File: config.mk
export PLATFORM = sky130hd
export DESIGN_NAME = siu_queue
export DESIGN_NICKNAME = d
export VERILOG_FILES = /design/src/rtl/core/siu_pkg.sv /design/src/rtl/core/siu_queue.sv
export SDC_FILE = /design/constraint.sdc
export NUM_CORES = 1
export LEC_CHECK = 0
export BUFFER_PORTS_ARGS = -buffer_cell sky130_fd_sc_hd__buf_4
export CORE_ASPECT_RATIO = 1.4
export CORE_MARGIN = 2
export CORE_UTILIZATION = 58
export CTS_CLUSTER_DIAMETER = 60
export DETAILED_ROUTE_END_ITERATION = 10
export GPL_ROUTABILITY_DRIVEN = 1
export HOLD_SLACK_MARGIN = 0.15
export PLACE_DENSITY = 0.74
export SETUP_SLACK_MARGIN = 0.1
export SYNTH_ARGS = -nofsm -noshare
export SYNTH_HDL_FRONTEND = slang
export SYNTH_SLANG_ARGS = --single-unit
File: constraint.sdc
create_clock -name i_clk -period 18.8 [get_ports i_clk]
set_clock_uncertainty 0.15 [all_clocks]
set_input_delay 1.88 -clock i_clk [delete_from_list [all_inputs] [get_ports i_clk]]
set_output_delay 1.88 -clock i_clk [all_outputs]
set_load 0.02 [all_outputs]
File: src/rtl/core/siu_pkg.sv
// Shared types, widths and helper functions of the segment intersection unit.
package siu_pkg;

    // Field and datapath widths
    localparam int COORD_W   = 15;
    localparam int DIFF_W    = 16;
    localparam int PROD_W    = 32;
    localparam int CROSS_W   = 33;
    localparam int NUM_W     = 49;
    localparam int DEN_W     = 32;
    localparam int QUO_W     = 17;
    localparam int PTD_W     = 45;
    localparam int CMP_W     = 50;
    localparam int ONE_SHIFT = 16;
    localparam int OTOL_W    = 16;
    localparam int CTOL_W    = 8;
    localparam int PTOL_W    = 12;
    localparam int CFG_IDX_W = 2;
    localparam int CFG_DAT_W = 16;
    localparam int INFL_W    = 3;

    // Defaults for top level parameters
    localparam int COORD_FRAC_BITS_DEF = 8;
    localparam int QUEUE_DEPTH_DEF     = 8;

    // Register reset values
    localparam logic [OTOL_W-1:0] OTOL_RST = OTOL_W'(1);
    localparam logic [CTOL_W-1:0] CTOL_RST = CTOL_W'(1);
    localparam logic [PTOL_W-1:0] PTOL_RST = PTOL_W'(1);

    // Configuration register indexes
    typedef enum logic [CFG_IDX_W-1:0] {
        REG_ORIENT_TOL = 2'd0,
        REG_COORD_TOL  = 2'd1,
        REG_PARAM_TOL  = 2'd2
    } t_reg_idx;

    // Orientation result inside the tolerance band
    typedef enum logic [1:0] {
        OR_ZERO = 2'b00,
        OR_POS  = 2'b01,
        OR_NEG  = 2'b10
    } t_orient;

    typedef struct packed {
        logic [OTOL_W-1:0] orient_tol;
        logic [CTOL_W-1:0] coord_tol;
        logic [PTOL_W-1:0] param_tol;
    } t_cfg;

    // One classified pair, waiting for the point division
    typedef struct packed {
        logic                      hit;
        logic                      pvalid;
        logic signed [NUM_W-1:0]   num_x;
        logic signed [NUM_W-1:0]   num_y;
        logic        [DEN_W-1:0]   den;
        logic        [COORD_W-1:0] p1_x;
        logic        [COORD_W-1:0] p1_y;
    } t_qentry;

    // Signed difference of two coordinates
    function automatic logic signed [DIFF_W-1:0] coord_sub(
        input logic [COORD_W-1:0] a,
        input logic [COORD_W-1:0] b
    );
        return $signed({1'b0, a}) - $signed({1'b0, b});
    endfunction

    // c within [min(a,b)-tol, max(a,b)+tol]
    function automatic logic in_span(
        input logic [COORD_W-1:0] a,
        input logic [COORD_W-1:0] b,
        input logic [COORD_W-1:0] c,
        input logic [CTOL_W-1:0]  tol
    );
        logic [COORD_W:0] lo;
        logic [COORD_W:0] hi;
        logic [COORD_W:0] ce;
        logic [COORD_W:0] tl;
        lo = (a < b) ? {1'b0, a} : {1'b0, b};
        hi = (a < b) ? {1'b0, b} : {1'b0, a};
        ce = {1'b0, c};
        tl = (COORD_W+1)'(tol);
        return (lo <= ce + tl) && (ce <= hi + tl);
    endfunction

    // Sign of a cross product with a dead band of +-tol
    function automatic t_orient orient_band(
        input logic signed [CROSS_W-1:0] v,
        input logic        [OTOL_W-1:0]  tol
    );
        logic signed [CROSS_W-1:0] t;
        t = $signed(CROSS_W'(tol));
        if (v > t) begin
            return OR_POS;
        end else if (v < -t) begin
            return OR_NEG;
        end
        return OR_ZERO;
    endfunction

endpackage

File: src/rtl/core/siu_queue.sv
// Short FIFO between the front and back pipelines.
module siu_queue #(
    parameter int DEPTH = siu_pkg::QUEUE_DEPTH_DEF
) (
    input  logic                          i_clk,
    input  logic                          i_rst_n,
    input  logic                          i_push,
    input  siu_pkg::t_qentry              i_entry,
    input  logic                          i_pop,
    output logic                          o_empty,
    output siu_pkg::t_qentry              o_entry,
    output logic [$clog2(DEPTH+1)-1:0]    o_count
);
    import siu_pkg::*;

    localparam int PTR_W = $clog2(DEPTH);
    localparam int CNT_W = $clog2(DEPTH+1);

    t_qentry            r_mem [DEPTH];
    logic [PTR_W-1:0]   r_wptr, r_rptr;
    logic [CNT_W-1:0]   r_count;

    // Pointers and fill count
    always_ff @(posedge i_clk) begin
        if (!i_rst_n) begin
            r_wptr  <= '0;
            r_rptr  <= '0;
            r_count <= '0;
        end else begin
            if (i_push) begin
                r_wptr <= (r_wptr == PTR_W'(DEPTH-1)) ? '0 : r_wptr + 1'b1;
            end
            if (i_pop) begin
                r_rptr <= (r_rptr == PTR_W'(DEPTH-1)) ? '0 : r_rptr + 1'b1;
            end
            r_count <= r_count + CNT_W'(i_push) - CNT_W'(i_pop);
        end
    end

    // Storage
    always_ff @(posedge i_clk) begin
        if (i_push) begin
            r_mem[r_wptr] <= i_entry;
        end
    end

    assign o_empty = (r_count == '0);
    assign o_entry = r_mem[r_rptr];
    assign o_count = r_count;

    a_no_overflow: assert property (@(posedge i_clk) disable iff (!i_rst_n)
        (i_push && r_count == CNT_W'(DEPTH)) |-> i_pop)
        else $error("queue written while full");

    a_no_underflow: assert property (@(posedge i_clk) disable iff (!i_rst_n)
        i_pop |-> (r_count != '0))
        else $error("queue read while empty");

endmodule

# ---- Word-level counts from Yosys, hierarchy flattened
# Memory sizes are Yosys's and may differ from the RTL's. A register that Yosys moved wholly into a read port is not among the register bits.
# Index checks and enable logic that the tools add are counted.
dict set report totals {
  mem_count 1
  inputBits 166
  ff_bits 10
  ramBits 1296
}
# memory depth word_bits rd rd_ports_with_merged_regs write_ports line
set memory_table {}
lappend memory_table {r_mem 8 162 1 1 1 siu_queue.sv:19} ;# t_qentry r_mem [DEPTH];
dict set report classes {
  n_addsub 4
  n_mux 6
  n_eq_ne 2
  n_reduce_logical 1
}
# operator count
set ops {}
lappend ops {{two-way mux 3 bit} 4}
lappend ops {{adder 3 x 1 -> 3 bit, second input constant} 2}
lappend ops {{equality test 3 bit, second input constant} 2}
lappend ops {{adder 4 x 1 -> 4 bit} 1}
lappend ops {{zero test 4 bit} 1}
lappend ops {{subtractor 4 x 1 -> 4 bit} 1}
lappend ops {{two-way mux 1 bit} 2}

# ---- Depth between registers and ports, before layout
dict set report logic_depth {
  ltp_word 4
  depth_mapped 7
}

# ---- Worst setup path after synthesis
# Ideal clock, no wire load.
dict set report synth_path {
  path_kind {input -> register}
  startpoint {input i_push}
  endpoint {memory r_mem[0][0] in the netlist's numbering (enable)}
  n_path_buf 0
  path_slack_ps 4863
  setup_time_ps 882
  stages 2
  t_arrival_ps 12905
  t_required_ps 17768
  path_cell_list {nand2b_1 > nor3_1}
}
dict set report synth_via {
  elab_chain_len 2
}
# item line
set synth_lines {}
lappend synth_lines {{start, declared} siu_queue.sv:7} ;# input logic i_push,
lappend synth_lines {{two-way mux 1 bit} siu_queue.sv:42} ;# if (i_push) begin
lappend synth_lines {{two-way mux 1 bit (implied by the code)} siu_queue.sv:43} ;# r_mem[r_wptr] <= i_entry;
lappend synth_lines {{end, declared} siu_queue.sv:19}
# Every way passes these cells.

==> impl_metrics.ini <==
[synth]
synth_area_um2 = 49290
synth_ff_type = edfxtp_1
postSynthCellCount = 1943
synth-simple-area-share = 0.003046
synth_xor_area_frac = 0.0001777
ys_seq_elements = 1309
syn_area_per_cell_um2 = 25.37
synth_compound_area_frac = 0.0007616
async_reset_ff_frac = 0
synth_cell_types = 26
synth_warnings = 0
synth_top_family_by_area = multiplexers
synth_nets = 2119
synth-adder-area-share = 0.002691
synth_edf_count = 1296
seq_area_frac_synth = 0.7949
muxShareOfSynthArea = 0.1857

[floorplan]
die_y_um = 348.9
rows = 126
design.die.area_um2 = 87360
ios = 333
start_util = 0.5855
core-area_um2 = 84190
fp.dieW_um = 250.4

[sta]
finalCritPeriodShare = 0.3728
setup_viol = 0
timing.slew.headroom = 0.06450
period_needed_ns = 7.008
worst_pin_slew_ns = 1.403
clock.fmax_ghz = 0.1427
drv_slew = 0
final_hold_viol_count = 0
rsz0062_at_grt = false
layout_setup_ws_ns = 11.79
fin_tns_setup_ns = 0

[global_routing]
grt_max_degree = 147
grt_usage = 0.2233
grt_overflow = 0
grt_pass1_vias = 23120
grt_first_pass_wirelength_um = 143900
antenna_found_initial = 12

[pwr]
irDropWorstVdd_v = 0.00009246
power_mw = 6.046
p_per_area_nw_per_um2 = 106.7
p_leak_nw = 17.92

[drt]
antenna_left = 0
routed_wl_um = 95920
viasPerCell = 6.113
firstDrtPassIters = 5
wl_per_cell_um = 27.28
drt_iter0_drc = 1518
drc_errors = 0
vias = 21500

[clock_tree]
hold_buffers = 0
clock-sinks = 1309
clk_pin_slew_worst_paths_ns = 0.06
cts_buffers = 117
htreeDepth = 3
cts_resized = 0
cts_buffer_depth = 3
clockRootBuffer = clkbuf_16
cts_tree = built
post_cts_buffers = 0
insertion_delay_ns = 0.67

[final_layout]
area_growth_pct = 14.95
fin_area_um2 = 56650
final_nets = 2505
drive_above_1_share = 0.4220

[min_path]
hold_depth = 2
worstHoldPathType = register to register

[critical_path]
end_kind = output port
worst-path-max-fanout = 46
startpoint_type = register
cp_data_required_time_ns = 16.77
ff2ff_path_depth = 4
crit_type = register to output port
worstPathArrival_ns = 4.98

[flow_run]
drv_cap = 0

[placement]
place_hpwl_um = 50150
place_congestion = 0.7044
numPortBuffers = 332
dpl_cell_area_um2 = 52930
post-place-ws_ns = 12.24

[run_status]
outcome = complete, no violations
[worst max-delay path, cell delays in order (launching register included)]
cell and delay (ns):
dfxtp_4 0.72, buf_4 0.76, buf_4 0.79, buf_4 0.85
mux4_2 0.61, mux2_2 0.29, buf_4 0.16
[synthesized netlist by cell type (2+ instances only)]
master	n	area, µm²
dfxtp_1	13	260.3
mux2i_1	3	30.03
buf_2	32	160.2
o22ai_1	2	12.51
mux4_2	324	7297
and2_1	6	37.54
edfxtp_1	1296	38920
clkbuf_1	25	93.84
nor3_1	2	10.01
ha_1	9	112.6
mux2_2	162	1824
nand2b_1	4	25.02
inv_1	8	30.03
buf_1	5	18.77
nor2_1	6	22.52
nor2b_1	3	18.77
buf_6	29	326.6
nand2_1	6	22.52
[metrics by stage]
stage / cells / util / hold WS [ns]
after floorplan: 1943 / - / 0.3630
after global placement: 3298 / 0.6287 / 0.3724
after detailed placement: 3298 / 0.6287 / 0.4297
after CTS: 3512 / 0.6728 / 0.4777
after global routing: 3516 / 0.6730 / 0.4914
final: 3516 / 0.6730 / 0.4642
[final timing paths]
| check | start | endpoint | slack, ns |
|---|---|---|---|
| setup / recovery | register | o_entry[85] | 11.79 |
| hold reg to reg | r_rptr[2]$_SDFFE_PN0P_ | r_rptr[2]$_SDFFE_PN0P_ | 0.46 |
| setup reg to reg | r_wptr[0]$_SDFFE_PN0P_ | r_mem[0][129]$_DFFE_PP_ | 15.48 |
| hold / removal | r_rptr[2]$_SDFFE_PN0P_ | r_rptr[2]$_SDFFE_PN0P_ | 0.46 |
[sequential cells by signal, summed over array words and instances, names as in the netlist, named ones only]
register	count
r_rptr	3
o_count	4
r_mem	1296
r_wptr	3
[per-layer routing]
metal | GRT usage | vias to the layer above | share of wire
met5 | 0 | - | 0.00084
met4 | 0.06025 | 14 | 0.017
met3 | 0.06078 | 123 | 0.079
met2 | 0.3760 | 709 | 0.52
met1 | 0.2909 | 11540 | 0.39
li1 | - | 9108 | -
[kinds of logic after synthesis]
family / count (synthesis)
compound gates: 6
xor+xnor: 1
fa+ha+maj: 10
buf+inv: 99
flops: 1309
mux: 489
simple gates: 29
[where the power goes]
group | total, mW | switching, mW | internal, mW
clock | 2.28 | 0.991 | 1.29
combinational | 0.468 | 0.249 | 0.219
sequential | 3.29 | 0.0226 | 3.27
total | 6.05 | 1.26 | 4.78
[final cells by class]
cell class,instances,area [µm²]
sequential,1309,39190
fill,5107,27530
multi-input combinational,535,9535
clock buffer,151,3158
timing repair buffer,358,2813
tap,1088,1361
clock inverter,63,558.0
inverter,8,30.03
antenna,4,10.01
[cells in the final DEF (no fill, tap or decap), types with 4 or more instances in the layout]
cell type and n:
ha_1 9, and2_1 6, clkbuf_1 26, dfxtp_1 10, diode_2 4, buf_4 348, mux4_2 324, clkinvlp_4 6
clkbuf_16 119, edfxtp_1 1296, clkinv_1 20, nor2_4 6, inv_1 8, clkbuf_8 6, nand2b_1 4, mux2_2 162
clkinv_2 21, bufinv_16 8, buf_12 10, nand2_1 6
(Power assumes the default switching activity.)
